--- src/rtl/ras_pkg.sv ---
// Shared widths, constants and controller types of the range averaging block.
`default_nettype none

package ras_pkg;

   localparam int RANGE_W   = 13;
   localparam int STATUS_W  = 8;
   localparam int ELAPSED_W = 16;
   localparam int SCALE_W   = 10;
   localparam int SPEED_W   = 27;
   localparam int FRAC_W    = 4;
   localparam int RANGE_MAX = 8191;

   localparam logic [STATUS_W-1:0] INVALID_STATUS = 8'd4;
   localparam logic [SCALE_W-1:0]  SCALE_RESET    = 10'd100;
   localparam logic [SPEED_W-1:0]  SPEED_MAX      = 27'd131056000;

   // Commands from the controller to the datapath.
   typedef struct packed {
      logic load;
      logic accum;
      logic mean;
      logic launch;
      logic emit;
   } ras_cmd_type;

   // Status from the datapath back to the controller.
   typedef struct packed {
      logic sum_last;
      logic div_done;
      logic out_free;
   } ras_status_type;

endpackage

`default_nettype wire

--- src/rtl/ras_req_if.sv ---
// Request channel: one range sample with its status and elapsed time.
`default_nettype none

interface ras_req_if;
   logic                         valid;
   logic                         ready;
   logic [ras_pkg::RANGE_W-1:0]  range_mm;
   logic [ras_pkg::STATUS_W-1:0] range_status;
   logic [ras_pkg::ELAPSED_W-1:0] elapsed_ms;

   modport source (output valid, range_mm, range_status, elapsed_ms, input ready);
   modport sink (input valid, range_mm, range_status, elapsed_ms, output ready);
endinterface

`default_nettype wire

--- src/rtl/ras_rsp_if.sv ---
// Response channel: averaged range and speed estimate.
`default_nettype none

interface ras_rsp_if;
   logic                        valid;
   logic                        ready;
   logic [ras_pkg::RANGE_W-1:0] average_mm;
   logic [ras_pkg::SPEED_W-1:0] speed_q4;
   logic                        speed_saturated;

   modport source (output valid, average_mm, speed_q4, speed_saturated, input ready);
   modport sink (input valid, average_mm, speed_q4, speed_saturated, output ready);
endinterface

`default_nettype wire

--- src/rtl/range_average_and_speed.sv ---
// Top level of the range averaging and speed estimation block.
//
// Each request beat carries one range sample; a sample whose status is 4 is not stored,
// any other is written into a ring of DEPTH entries that reset clears at once. Every
// request yields one response beat: the truncated mean of the whole ring, and the speed
// |mean - previous mean| * speed_scale * 16 / elapsed_ms, truncated, with 4 fraction bits.
// The speed is capped at SPEED_MAX; a zero elapsed time forces it to SPEED_MAX and raises
// speed_saturated. One request is in work at a time: the ring is summed through one adder,
// the mean is taken by a reciprocal multiply, the change is multiplied by the scale and
// launched into the bit-serial divider, the response register is loaded once the output
// is free, and the controller goes back to idle to take the next request. The finished
// response waits in an output register, so a new request is taken while it is still
// unread. speed_scale is written through csr_wr_en and csr_wr_data while the block is
// idle; the user is bound to this, and the block itself does not enforce it.
`default_nettype none

module range_average_and_speed #(
   parameter int DEPTH = 7
) (
   input  wire logic                         clock,
   input  wire logic                         reset,
   ras_req_if.sink                           req_ch,
   ras_rsp_if.source                         rsp_ch,
   input  wire logic                         csr_wr_en,
   input  wire logic [ras_pkg::SCALE_W-1:0]  csr_wr_data
);

   ras_pkg::ras_cmd_type    cmd;
   ras_pkg::ras_status_type status;

   ras_ctrl u_ctrl (
      .clock     (clock),
      .reset     (reset),
      .req_valid (req_ch.valid),
      .req_ready (req_ch.ready),
      .cmd       (cmd),
      .status    (status)
   );

   ras_datapath #(
      .DEPTH (DEPTH)
   ) u_datapath (
      .clock           (clock),
      .reset           (reset),
      .cmd             (cmd),
      .status          (status),
      .range_mm        (req_ch.range_mm),
      .range_status    (req_ch.range_status),
      .elapsed_ms      (req_ch.elapsed_ms),
      .csr_wr_en       (csr_wr_en),
      .csr_wr_data     (csr_wr_data),
      .rsp_ready       (rsp_ch.ready),
      .rsp_valid       (rsp_ch.valid),
      .average_mm      (rsp_ch.average_mm),
      .speed_q4        (rsp_ch.speed_q4),
      .speed_saturated (rsp_ch.speed_saturated)
   );

endmodule

`default_nettype wire

--- src/rtl/ras_divider.sv ---
// Bit-serial restoring divider for the speed quotient, one quotient bit per cycle.
`default_nettype none

module ras_divider (
   input  wire logic                          clock,
   input  wire logic                          reset,
   input  wire logic                          start,
   input  wire logic [ras_pkg::SPEED_W-1:0]   dividend,
   input  wire logic [ras_pkg::ELAPSED_W-1:0] divisor,
   output logic      [ras_pkg::SPEED_W-1:0]   quotient,
   output logic                               done
);

   localparam int NUM_W = ras_pkg::SPEED_W;
   localparam int DEN_W = ras_pkg::ELAPSED_W;
   localparam int CNT_W = $clog2(NUM_W);

   logic [NUM_W-1:0] quo_ff;
   logic [DEN_W-1:0] rem_ff;
   logic [DEN_W-1:0] den_ff;
   logic [CNT_W-1:0] cnt_ff;
   logic             busy_ff;
   logic             done_ff;

   logic [DEN_W:0]   rem_shift;
   logic [DEN_W:0]   rem_sub;
   logic             fits;

   // The partial remainder stays below the divisor, so one extra bit holds the shifted value.
   assign rem_shift = {rem_ff, quo_ff[NUM_W-1]};
   assign rem_sub   = rem_shift - {1'b0, den_ff};
   assign fits      = (rem_shift >= {1'b0, den_ff});

   always_ff @(posedge clock) begin
      if (reset) begin
         busy_ff <= 1'b0;
         done_ff <= 1'b0;
         cnt_ff  <= '0;
      end else begin
         done_ff <= 1'b0;
         if (start) begin
            busy_ff <= 1'b1;
            cnt_ff  <= CNT_W'(NUM_W - 1);
         end else if (busy_ff) begin
            cnt_ff <= cnt_ff - 1'b1;
            if (cnt_ff == '0) begin
               busy_ff <= 1'b0;
               done_ff <= 1'b1;
            end
         end
      end
   end

   always_ff @(posedge clock) begin
      if (start) begin
         quo_ff <= dividend;
         rem_ff <= '0;
         den_ff <= divisor;
      end else if (busy_ff) begin
         rem_ff <= fits ? rem_sub[DEN_W-1:0] : rem_shift[DEN_W-1:0];
         quo_ff <= {quo_ff[NUM_W-2:0], fits};
      end
   end

   assign quotient = quo_ff;
   assign done     = done_ff;

endmodule

`default_nettype wire

--- src/rtl/ras_datapath.sv ---
// Datapath: sample ring, running sum, mean, scaled change, divider and result register.
`default_nettype none

module ras_datapath #(
   parameter int DEPTH = 7
) (
   input  wire logic                           clock,
   input  wire logic                           reset,
   input  wire ras_pkg::ras_cmd_type           cmd,
   output ras_pkg::ras_status_type             status,
   input  wire logic [ras_pkg::RANGE_W-1:0]    range_mm,
   input  wire logic [ras_pkg::STATUS_W-1:0]   range_status,
   input  wire logic [ras_pkg::ELAPSED_W-1:0]  elapsed_ms,
   input  wire logic                           csr_wr_en,
   input  wire logic [ras_pkg::SCALE_W-1:0]    csr_wr_data,
   input  wire logic                           rsp_ready,
   output logic                                rsp_valid,
   output logic      [ras_pkg::RANGE_W-1:0]    average_mm,
   output logic      [ras_pkg::SPEED_W-1:0]    speed_q4,
   output logic                                speed_saturated
);

   localparam int RANGE_W  = ras_pkg::RANGE_W;
   localparam int SCALE_W  = ras_pkg::SCALE_W;
   localparam int SPEED_W  = ras_pkg::SPEED_W;
   localparam int IDX_W    = (DEPTH > 1) ? $clog2(DEPTH) : 1;
   localparam int SUM_W    = $clog2(DEPTH * ras_pkg::RANGE_MAX + 1);
   // Reciprocal of DEPTH, exact for every sum below 2**SUM_W since DEPTH stays under 2**4.
   localparam int RECIP_SH = SUM_W + 4;
   localparam int RECIP_W  = RECIP_SH + 1;
   localparam int PROD_W   = SUM_W + RECIP_W;
   localparam logic [RECIP_W-1:0] RECIP = RECIP_W'((2**RECIP_SH + DEPTH - 1) / DEPTH);
   localparam int MAG_W    = RANGE_W + SCALE_W;

   logic [RANGE_W-1:0]              ring_ff [DEPTH];
   logic [IDX_W-1:0]                slot_ff;
   logic [IDX_W-1:0]                idx_ff;
   logic [SUM_W-1:0]                acc_ff;
   logic [ras_pkg::ELAPSED_W-1:0]   elapsed_ff;
   logic [RANGE_W-1:0]              mean_ff;
   logic [RANGE_W-1:0]              prev_ff;
   logic [SCALE_W-1:0]              scale_ff;
   logic                            rsp_valid_ff;
   logic [RANGE_W-1:0]              average_ff;
   logic [SPEED_W-1:0]              speed_ff;
   logic                            sat_ff;

   logic [IDX_W-1:0]                slot_in;
   logic [PROD_W-1:0]               mean_prod;
   logic [RANGE_W-1:0]              mean_in;
   logic [RANGE_W-1:0]              change;
   logic [MAG_W-1:0]                mag_prod;
   logic [SPEED_W-1:0]              dividend;
   logic [SPEED_W-1:0]              quotient;
   logic                            div_done;
   logic [SPEED_W-1:0]              speed_in;
   logic                            sample_ok;

   assign sample_ok = (range_status != ras_pkg::INVALID_STATUS);
   assign slot_in   = (slot_ff == IDX_W'(DEPTH - 1)) ? '0 : slot_ff + 1'b1;

   assign mean_prod = PROD_W'(acc_ff) * PROD_W'(RECIP);
   assign mean_in   = mean_prod[RECIP_SH +: RANGE_W];

   assign change    = (mean_ff >= prev_ff) ? (mean_ff - prev_ff) : (prev_ff - mean_ff);
   assign mag_prod  = MAG_W'(change) * MAG_W'(scale_ff);
   assign dividend  = SPEED_W'({mag_prod, {ras_pkg::FRAC_W{1'b0}}});

   // Only a scale above 1000, or a zero elapsed time, can push the quotient past the top of the range.
   assign speed_in  = (quotient > ras_pkg::SPEED_MAX) ? ras_pkg::SPEED_MAX : quotient;

   ras_divider u_divider (
      .clock    (clock),
      .reset    (reset),
      .start    (cmd.launch),
      .dividend (dividend),
      .divisor  (elapsed_ff),
      .quotient (quotient),
      .done     (div_done)
   );

   // State that the block's reset defines.
   always_ff @(posedge clock) begin
      if (reset) begin
         for (int i = 0; i < DEPTH; i++) begin
            ring_ff[i] <= '0;
         end
         slot_ff      <= '0;
         prev_ff      <= '0;
         scale_ff     <= ras_pkg::SCALE_RESET;
         rsp_valid_ff <= 1'b0;
      end else begin
         if (csr_wr_en) begin
            scale_ff <= csr_wr_data;
         end
         if (cmd.load && sample_ok) begin
            ring_ff[slot_ff] <= range_mm;
            slot_ff          <= slot_in;
         end
         if (cmd.launch) begin
            prev_ff <= mean_ff;
         end
         if (cmd.emit) begin
            rsp_valid_ff <= 1'b1;
         end else if (rsp_ready) begin
            rsp_valid_ff <= 1'b0;
         end
      end
   end

   // Working registers and the result register.
   always_ff @(posedge clock) begin
      if (cmd.load) begin
         acc_ff     <= '0;
         idx_ff     <= '0;
         elapsed_ff <= elapsed_ms;
      end else if (cmd.accum) begin
         acc_ff <= acc_ff + SUM_W'(ring_ff[idx_ff]);
         idx_ff <= idx_ff + 1'b1;
      end
      if (cmd.mean) begin
         mean_ff <= mean_in;
      end
      if (cmd.emit) begin
         average_ff <= mean_ff;
         if (elapsed_ff == '0) begin
            speed_ff <= ras_pkg::SPEED_MAX;
            sat_ff   <= 1'b1;
         end else begin
            speed_ff <= speed_in;
            sat_ff   <= 1'b0;
         end
      end
   end

   assign status.sum_last = (idx_ff == IDX_W'(DEPTH - 1));
   assign status.div_done = div_done;
   assign status.out_free = !rsp_valid_ff || rsp_ready;

   assign rsp_valid       = rsp_valid_ff;
   assign average_mm      = average_ff;
   assign speed_q4        = speed_ff;
   assign speed_saturated = sat_ff;

endmodule

`default_nettype wire

--- src/rtl/ras_ctrl.sv ---
// Controller: sequences accept, ring sum, mean, divider launch and result load.
`default_nettype none

module ras_ctrl (
   input  wire logic                    clock,
   input  wire logic                    reset,
   input  wire logic                    req_valid,
   output logic                         req_ready,
   output ras_pkg::ras_cmd_type         cmd,
   input  wire ras_pkg::ras_status_type status
);

   typedef enum logic [2:0] {
      ST_IDLE,
      ST_SUM,
      ST_MEAN,
      ST_LAUNCH,
      ST_DIV,
      ST_EMIT
   } state_type;

   state_type state_ff;

   always_ff @(posedge clock) begin
      if (reset) begin
         state_ff <= ST_IDLE;
      end else begin
         case (state_ff)
            ST_IDLE: begin
               if (req_valid) begin
                  state_ff <= ST_SUM;
               end
            end
            ST_SUM: begin
               if (status.sum_last) begin
                  state_ff <= ST_MEAN;
               end
            end
            ST_MEAN: begin
               state_ff <= ST_LAUNCH;
            end
            ST_LAUNCH: begin
               state_ff <= ST_DIV;
            end
            ST_DIV: begin
               if (status.div_done) begin
                  state_ff <= ST_EMIT;
               end
            end
            ST_EMIT: begin
               if (status.out_free) begin
                  state_ff <= ST_IDLE;
               end
            end
            default: begin
               state_ff <= ST_IDLE;
            end
         endcase
      end
   end

   assign req_ready = (state_ff == ST_IDLE);

   always_comb begin
      cmd.load   = (state_ff == ST_IDLE) && req_valid;
      cmd.accum  = (state_ff == ST_SUM);
      cmd.mean   = (state_ff == ST_MEAN);
      cmd.launch = (state_ff == ST_LAUNCH);
      cmd.emit   = (state_ff == ST_EMIT) && status.out_free;
   end

endmodule

`default_nettype wire

--- src/flat_wrapper.sv ---
// flat-port wrapper written by rule: the top's interface ports become plain ports
module range_average_and_speed_flat 
#(
   parameter int DEPTH = 7
)
  (clock, reset, csr_wr_en, csr_wr_data, req_ch_valid, req_ch_range_mm, req_ch_range_status, req_ch_elapsed_ms, req_ch_ready, rsp_ch_valid, rsp_ch_average_mm, rsp_ch_speed_q4, rsp_ch_speed_saturated, rsp_ch_ready);
  ras_req_if req_ch_i ();
  ras_rsp_if rsp_ch_i ();
  input  wire logic clock;
  input  wire logic reset;
  input  wire logic csr_wr_en;
  input  wire logic [ras_pkg::SCALE_W-1:0] csr_wr_data;
  input wire logic [$bits(req_ch_i.valid)-1:0] req_ch_valid;
  input wire logic [$bits(req_ch_i.range_mm)-1:0] req_ch_range_mm;
  input wire logic [$bits(req_ch_i.range_status)-1:0] req_ch_range_status;
  input wire logic [$bits(req_ch_i.elapsed_ms)-1:0] req_ch_elapsed_ms;
  output wire logic [$bits(req_ch_i.ready)-1:0] req_ch_ready;
  output wire logic [$bits(rsp_ch_i.valid)-1:0] rsp_ch_valid;
  output wire logic [$bits(rsp_ch_i.average_mm)-1:0] rsp_ch_average_mm;
  output wire logic [$bits(rsp_ch_i.speed_q4)-1:0] rsp_ch_speed_q4;
  output wire logic [$bits(rsp_ch_i.speed_saturated)-1:0] rsp_ch_speed_saturated;
  input wire logic [$bits(rsp_ch_i.ready)-1:0] rsp_ch_ready;
  assign req_ch_i.valid = req_ch_valid;
  assign req_ch_i.range_mm = req_ch_range_mm;
  assign req_ch_i.range_status = req_ch_range_status;
  assign req_ch_i.elapsed_ms = req_ch_elapsed_ms;
  assign req_ch_ready = req_ch_i.ready;
  assign rsp_ch_valid = rsp_ch_i.valid;
  assign rsp_ch_average_mm = rsp_ch_i.average_mm;
  assign rsp_ch_speed_q4 = rsp_ch_i.speed_q4;
  assign rsp_ch_speed_saturated = rsp_ch_i.speed_saturated;
  assign rsp_ch_i.ready = rsp_ch_ready;
  range_average_and_speed #(.DEPTH(DEPTH)) u_core (.clock(clock), .reset(reset), .req_ch(req_ch_i), .rsp_ch(rsp_ch_i), .csr_wr_en(csr_wr_en), .csr_wr_data(csr_wr_data));
endmodule
--- config.mk ---
export PLATFORM = sky130hd
export DESIGN_NAME = range_average_and_speed_flat
export DESIGN_NICKNAME = d
export VERILOG_FILES = /design/src/rtl/ras_pkg.sv /design/src/rtl/ras_req_if.sv /design/src/rtl/ras_rsp_if.sv /design/src/rtl/range_average_and_speed.sv /design/src/rtl/ras_divider.sv /design/src/rtl/ras_datapath.sv /design/src/rtl/ras_ctrl.sv /design/src/flat_wrapper.sv
export SDC_FILE = /design/constraint.sdc
export NUM_CORES = 1
export LEC_CHECK = 0
export BUFFER_PORTS_ARGS = -buffer_cell sky130_fd_sc_hd__buf_2
export CAP_MARGIN = 40
export CORE_MARGIN = 3
export CORE_UTILIZATION = 60
export DETAILED_ROUTE_END_ITERATION = 12
export PLACE_DENSITY_LB_ADDON = 0.08
export SETUP_SLACK_MARGIN = 0.02
export SLEW_MARGIN = 25
export SYNTH_ARGS = -nofsm -noshare
export SYNTH_HDL_FRONTEND = slang
export SYNTH_SLANG_ARGS = --single-unit
--- constraint.sdc ---
create_clock -name clock -period 8.7 [get_ports clock]
set_clock_uncertainty 0.1 [all_clocks]
set_input_delay 0 -clock clock [delete_from_list [all_inputs] [get_ports clock]]
set_output_delay 0 -clock clock [all_outputs]
set_load 0.05 [all_outputs]
==> impl_metrics.json, run 1 <==
{
  "status": "finished, final reports clean",
  "timing.final.ws_setup_ns": 0.6948,
  "grt_max_degree": 74,
  "drv_cap": 0,
  "clkSinkCount": 292,
  "p_per_area_mw_per_mm2": 328.5,
  "place.gp.congestion": 0.8890,
  "hp-start": "req_ch_elapsed_ms[11]",
  "drt_iter0_markers": 676,
  "grt_usage": 0.2483,
  "syn2layout_area_growth_pct": 13.65,
  "core_area_mm2": 0.03463,
  "async_flop_share": 0,
  "numPortBuffers": 94,
  "hold_violations": 0,
  "dp_hpwl_um": 33760,
  "relSlewSlack": 0.4210,
  "cts_buffers": 31,
  "slowest_stage": "fa_1",
  "dr.pass1.iters": 8,
  "critPathArrivalTime_ns": 8.18,
  "cts_tree": "yes",
  "drtAntennaViolNets": 0,
  "dp.cells": 2473,
  "rsz0062_at_grt": "no",
  "worst_pin_slew_ns": 0.8685,
  "wl_um": 45910,
  "dp_slack_ns": 0.3868,
  "synth_cell_types": 73,
  "wl_per_cell_um": 17.58,
  "reg2reg_slack_ns": 0.69,
  "final_cell_mix": "inv_1, ha_1, edfxtp_1",
  "crit_required_ns": 8.88,
  "die_w_um": 193.6,
  "dieArea_mm2": 0.03746,
  "nNetsFinal": 2543,
  "synthAdderAreaFrac": 0.2607,
  "drive_gt1_frac": 0.1179,
  "dr_total_vias": 14680,
  "rr_worst_depth": 30,
  "fill_cells": 2594,
  "avgViaCountPerCell": 5.621,
  "seq_area_mm2": 0.007850,
  "r2r_start": "u_core.u_datapath.mean_ff[11]",
  "cpPeakStageDelay_ns": 0.56,
  "synth_xor_area_frac": 0.03059,
  "worstSetupEndpointType": "flop",
  "drc_errors": 0,
  "power.leakage_nw": 10.79,
  "hold_depth": 2,
  "cts.clk_slew.worst_paths_ns": 0.06,
  "seq_area_frac_synth": 0.3718,
  "yosys_most_used_dff": "edfxtp_1",
  "syn_nets": 2377,
  "whs_endpoint": "u_core.u_datapath.elapsed_ff[11]",
  "die_h_um": 193.6,
  "critPathMaxFanout": 14,
  "r2r_end": "u_core.u_datapath.u_divider.quotient[25]",
  "netlist_area_mm2": 0.02111,
  "final.min_clock_period_ns": 8.005,
  "yosysWarnings": 0,
  "multi_input_area_mm2": 0.01216,
  "period_share": 0.9201,
  "ir_drop_uv": 235.7,
  "synth_compound_area_frac": 0.07766,
  "synthSimpleGateAreaFrac": 0.1464,
  "overflow": 0,
  "startpoint_type": "flop",
  "io_pins": 95,
  "rows": 68,
  "hold_class": "in2reg",
  "insertion_delay_ns": 0.56,
  "grt_pass1_wl_um": 77290,
  "instances_no_fill": 2611,
  "first_global_vias": 15300,
  "synth_mux_area_frac": 0.05851,
  "netlist_instances": 1965,
  "h-tree-depth": 1,
  "synth_edf_count": 200,
  "cts_buffer_depth": 3,
  "slew_violations": 0,
  "fmaxAchievable_mhz": 124.9,
  "timing.setup.tns_ns": 0,
  "critPathMostFrequentCell": "fa_1",
  "start_util": 0.6095,
  "synth_top_family_by_area": "adder cells",
  "cts-root-buf": "clkbuf_16",
  "worst-setup-path-type": "reg2reg",
  "setup_viol": 0,
  "antenna_found_initial": 1,
  "synth_seq_cells": 292,
  "synth.avg_cell_area_um2": 10.74
}
worst max-delay path: cells and delay by family (launching register included):
family | cells | cell delay (ns)
buf+inv | 7 | 0.81
flops | 1 | 0.44
compound gates | 11 | 2.16
xor+xnor | 2 | 0.56
fa+ha+maj | 7 | 3.23
simple gates | 3 | 0.41
power breakdown:
part | switching (mW) | internal (mW)
Clock | 0.533 | 0.773
Sequential | 0.164 | 1.64
Combinational | 2.65 | 2.12
Total | 3.35 | 4.53
layer usage:
| layer | vias up | part of all wire | global-route usage |
|---|---|---|---|
| li1 | 7076 | - | - |
| met1 | 7174 | 0.42 | 0.3188 |
| met5 | - | 0 | 0 |
| met3 | 79 | 0.041 | 0.03065 |
| met2 | 347 | 0.51 | 0.4492 |
| met4 | 0 | 0.023 | 0.06161 |
worst max-delay path by stage:
| stage | from | endpoint | slack (ns) | depth (start not counted) |
|---|---|---|---|---|
| after floorplan | u_core.u_datapath.mean_ff[1] | u_core.u_datapath.u_divider.quotient[25] | 1.03 | 26 |
| after global placement | u_core.u_datapath.mean_ff[1] | u_core.u_datapath.u_divider.quotient[25] | 0.57 | 27 |
| after detailed placement | u_core.u_datapath.mean_ff[1] | u_core.u_datapath.u_divider.quotient[25] | 0.39 | 29 |
| after CTS | u_core.u_datapath.mean_ff[1] | u_core.u_datapath.u_divider.quotient[25] | 0.35 | 28 |
| after global routing | u_core.u_datapath.mean_ff[1] | u_core.u_datapath.u_divider.quotient[25] | 0.08 | 29 |
| final | u_core.u_datapath.mean_ff[11] | u_core.u_datapath.u_divider.quotient[25] | 0.69 | 30 |
flip-flops by register name, indices dropped and copies added (netlist names), 16 cells and up, named ones only:
register / count
u_core.u_datapath.acc_ff: 16
u_core.u_datapath.elapsed_ff: 16
u_core.u_datapath.ring_ff: 104
u_core.u_datapath.speed_q4: 27
u_core.u_datapath.u_divider.den_ff: 16
u_core.u_datapath.u_divider.quotient: 27
u_core.u_datapath.u_divider.rem_ff: 16
logic make-up (layout without fill, tap and decap cells):
kind of cell | after synthesis | after routing
buffers and inverters | 299 | 489
adders and majority gates | 360 | 360
xor gates and xnor gates | 72 | 72
AOI/OAI and AO/OA | 262 | 262
muxes | 88 | 88
other | 0 | 1
and+or+nand+nor | 592 | 592
DFF | 292 | 292
timing repair:
action                                  in CTS  in global routing
hold buffers                                73                  0
gates resized for setup                      0                  2
hold endpoints to repair                   145                  0
endpoints found under the setup margin       0                  6
buffers inserted                             0                  6
stage by stage:
| step | hold WS [ns] | instance area (um2) | utilization | total power, mW |
|---|---|---|---|---|
| 6_report | 0.05549 | 23990 | 0.6927 | 7.878 |
| 5_1_grt | 0.04047 | 23980 | 0.6926 | 8.766 |
| 4_1_cts | 0.02160 | 23900 | 0.6903 | 7.944 |
| 3_5_place_dp | 0.07813 | 22150 | 0.6397 | 6.561 |
| 3_3_place_gp | 0.07766 | 22050 | 0.6367 | 6.402 |
| 2_1_floorplan | -0.001131 | 21110 | - | 5.489 |
cells in the mapped netlist (13+ instances only):
cell,n,area [um2]
nand2_1,156,585.6
xnor2_1,44,385.4
mux2_2,16,180.2
nand2b_1,25,156.4
a21o_1,18,135.1
dfxtp_1,92,1842
nor2_1,73,274.0
a211oi_1,13,97.59
fa_1,133,2663
nand3_1,45,225.2
edfxtp_1,200,6006
mux2i_1,44,440.4
mux4_2,26,585.6
clkbuf_1,50,187.7
xor2_1,26,227.7
a21oi_1,97,485.5
nor2b_1,39,244.0
and2_1,145,907.1
o21ai_0,69,345.3
ha_1,227,2840
nand4_1,13,81.33
inv_1,227,852.1
nor3_1,33,165.2
layout make-up:
type                            count  share of cell area
Multi-Input combinational cell   1374              0.5069
Tap cell                          455             0.02374
Timing Repair Buffer              203             0.06359
Inverter                          229             0.03584
Clock inverter                     13            0.005269
Antenna cell                        1           0.0001043
Clock buffer                       44             0.03730
Sequential cell                   292              0.3273
Power figures use the tool's default switching activity.
==> run 2: changes to the inputs <==
--- a/config.mk
+++ b/config.mk
@@ -5,8 +5,8 @@
 export SDC_FILE = /design/constraint.sdc
 export NUM_CORES = 1
 export LEC_CHECK = 0
+export ABC_AREA = 1
 export BUFFER_PORTS_ARGS = -buffer_cell sky130_fd_sc_hd__buf_2
-export CAP_MARGIN = 40
 export CORE_MARGIN = 3
 export CORE_UTILIZATION = 60
 export DETAILED_ROUTE_END_ITERATION = 12
@@ -15,4 +15,5 @@
 export SLEW_MARGIN = 25
 export SYNTH_ARGS = -nofsm -noshare
 export SYNTH_HDL_FRONTEND = slang
+export SYNTH_HIERARCHICAL = 1
 export SYNTH_SLANG_ARGS = --single-unit
==> impl_metrics.json, run 2 <==
{
  "dp_hpwl_um": 45610,
  "drt_iter0_markers": 1144,
  "relSlewSlack": 0.3512,
  "critPathArrivalTime_ns": 7.25,
  "clkSinkCount": 292,
  "r2r_end": "u_core/u_datapath/u_divider/quotient[24]",
  "start_util": 0.6164,
  "dieArea_mm2": 0.04157,
  "overflow": 0,
  "antenna_found_initial": 0,
  "drive_gt1_frac": 0.07317,
  "status": "finished, final reports clean",
  "drv_cap": 0,
  "h-tree-depth": 2,
  "period_share": 0.8095,
  "seq_area_frac_synth": 0.3357,
  "cts_buffers": 34,
  "slew_violations": 0,
  "first_global_vias": 19860,
  "synth.avg_cell_area_um2": 7.974,
  "final_cell_mix": "nand2_1, inv_1, nor2_1",
  "fill_cells": 3113,
  "largest_register": "u_core/u_datapath/ring_ff",
  "worstSetupEndpointType": "flop",
  "netlist_instances": 2946,
  "yosys-top-cells-area": "edfxtp_1, ha_1, fa_1",
  "rr_worst_depth": 27,
  "nNetsFinal": 3502,
  "core_area_mm2": 0.03811,
  "hp-start": "req_ch_elapsed_ms[9]",
  "grt_pass1_wl_um": 97670,
  "async_flop_share": 0,
  "cts_buffer_depth": 3,
  "dr.pass1.iters": 7,
  "cts-root-buf": "clkbuf_16",
  "grt_usage": 0.2917,
  "n_antenna_cell": 0,
  "cts_tree": "yes",
  "yosysMostFrequentCell": "nand2_1",
  "drtAntennaViolNets": 0,
  "rsz0062_at_grt": "no",
  "place.gp.congestion": 0.9605,
  "netlist_area_mm2": 0.02349,
  "dr_total_vias": 19660,
  "numPortBuffers": 94,
  "rows": 71,
  "design_area_mm2": 0.02621,
  "synth_seq_cells": 292,
  "whs_endpoint": "u_core/u_datapath/elapsed_ff[9]",
  "setup_viol": 0,
  "yosysWarnings": 6,
  "netlist_top_cells_count": "nand2_1, inv_1, nor2_1, ha_1, edfxtp_1",
  "hold_depth": 2,
  "hold_class": "in2reg",
  "critPathMaxFanout": 17,
  "drc_errors": 0,
  "busiest_layer": "met2",
  "insertion_delay_ns": 0.55,
  "reg2reg_slack_ns": 1.66,
  "largest_register_ffs": 104,
  "fmaxAchievable_mhz": 142.0,
  "die_w_um": 203.9,
  "wl_um": 59520,
  "final.min_clock_period_ns": 7.043,
  "use_met1": 0.3504,
  "synth_top_area_frac": 0.2608,
  "worst-setup-path-type": "reg2reg",
  "wl_per_cell_um": 16.41,
  "die_h_um": 203.9,
  "r2r_start": "u_core/u_datapath/mean_ff[0]",
  "synth_top_area_cell": "edfxtp_1",
  "synth_edf_count": 204,
  "postCtsSetupBuffers": 0,
  "grt_max_degree": 72,
  "worst_pin_slew_ns": 0.9721,
  "syn2layout_area_growth_pct": 11.57,
  "synth_cell_types": 54,
  "crit_required_ns": 8.91,
  "yosys_most_used_dff": "edfxtp_1",
  "startpoint_type": "flop",
  "cts.clk_slew.worst_paths_ns": 0.06,
  "met3_usage": 0.03838,
  "gr-usage-met2": 0.5259,
  "post_dp_cell_area_mm2": 0.02442,
  "io_pins": 95,
  "avgViaCountPerCell": 5.422,
  "final_common_cell": "nand2_1",
  "hold_violations": 0,
  "timing.setup.tns_ns": 0
}
## run 2: per-stage QoR
stage,hold WS (ns),util,std cells,setup WS [ns]
finish,0.08191,0.6877,3627,1.657
global placement,0.07659,0.6407,3500,1.767
global route,0.06334,0.6877,3627,1.226
floorplan,-0.03090,-,2949,2.691
CTS,0.04995,0.6877,3627,1.666
detailed placement,0.07855,0.6407,3500,1.634
## run 2: worst max-delay path by stage
stage / start / endpoint / slack, ns / cells past startpoint
2_1_floorplan: u_core/u_datapath/mean_ff[3] / u_core/u_datapath/u_divider/quotient[25] / 2.69 / 29
3_5_place_dp: u_core/u_datapath/mean_ff[0] / u_core/u_datapath/u_divider/quotient[24] / 1.63 / 27
6_report: u_core/u_datapath/mean_ff[0] / u_core/u_datapath/u_divider/quotient[24] / 1.66 / 27
4_1_cts: u_core/u_datapath/mean_ff[0] / u_core/u_datapath/u_divider/quotient[24] / 1.67 / 27
3_3_place_gp: u_core/u_datapath/mean_ff[0] / u_core/u_datapath/u_divider/quotient[24] / 1.77 / 27
5_1_grt: u_core/u_datapath/mean_ff[0] / u_core/u_datapath/u_divider/quotient[24] / 1.23 / 27
## run 2: metal layers
| metal | share of wire | vias up |
|---|---|---|
| li1 | - | 9679 |
| met1 | 0.40 | 9279 |
| met2 | 0.51 | 546 |
| met3 | 0.045 | 160 |
| met4 | 0.042 | 0 |
| met5 | 0 | - |
## run 2: repair_timing
| item | 4_1_cts | 5_1_grt |
|---|---|---|
| resized for setup | 0 | 0 |
| hold buffers | 65 | 0 |
| endpoints found under the hold margin | 143 | 0 |
## run 2: final cells by class
type	instances	area (um2)	area share
clock inverter	20	250.2	0.009547
inverter	503	1891	0.07213
tap	511	639.4	0.02439
multi-input combinational	2089	13450	0.5131
timing repair buffer	170	1204	0.04592
clock buffer	42	890.9	0.03399
sequential	292	7888	0.3009
## run 2: worst max-delay path, stage by stage, from the launching register on
cell and delay (ns):
edfxtp_1 0.40, inv_1 0.08, ha_1 0.47, inv_1 0.14, nor3_1 0.28, nand4_1 0.20
nand3_4 0.31, inv_4 0.17, nand2_2 0.13, nand2_2 0.11, nor2_1 0.15, fa_1 0.47
fa_1 0.54, fa_1 0.53, fa_1 0.55, inv_1 0.05, fa_1 0.53, inv_1 0.04
ha_1 0.36, nand2_1 0.14, nor2_1 0.15, inv_1 0.10, nor3_1 0.34, nand3_1 0.17
nand4_1 0.13, nand2_1 0.05, nand2_1 0.06, nand2_1 0.06
## run 2: logic make-up (layout without fill, tap and decap cells)
kind of cell | count (synthesis) | count (layout) | synth area share
xor+xnor | 42 | 42 | 0.01566
fa+ha+maj | 360 | 360 | 0.2342
compound gates | 296 | 296 | 0.06871
flops | 292 | 292 | 0.3357
other cells | 1 | 4 | 0.0001596
buf+inv | 568 | 735 | 0.09358
simple gates | 1387 | 1387 | 0.2519
Power of run 2 is not shown: default switching activity piles up to over one toggle a cycle in this logic, so the estimate is an artifact.
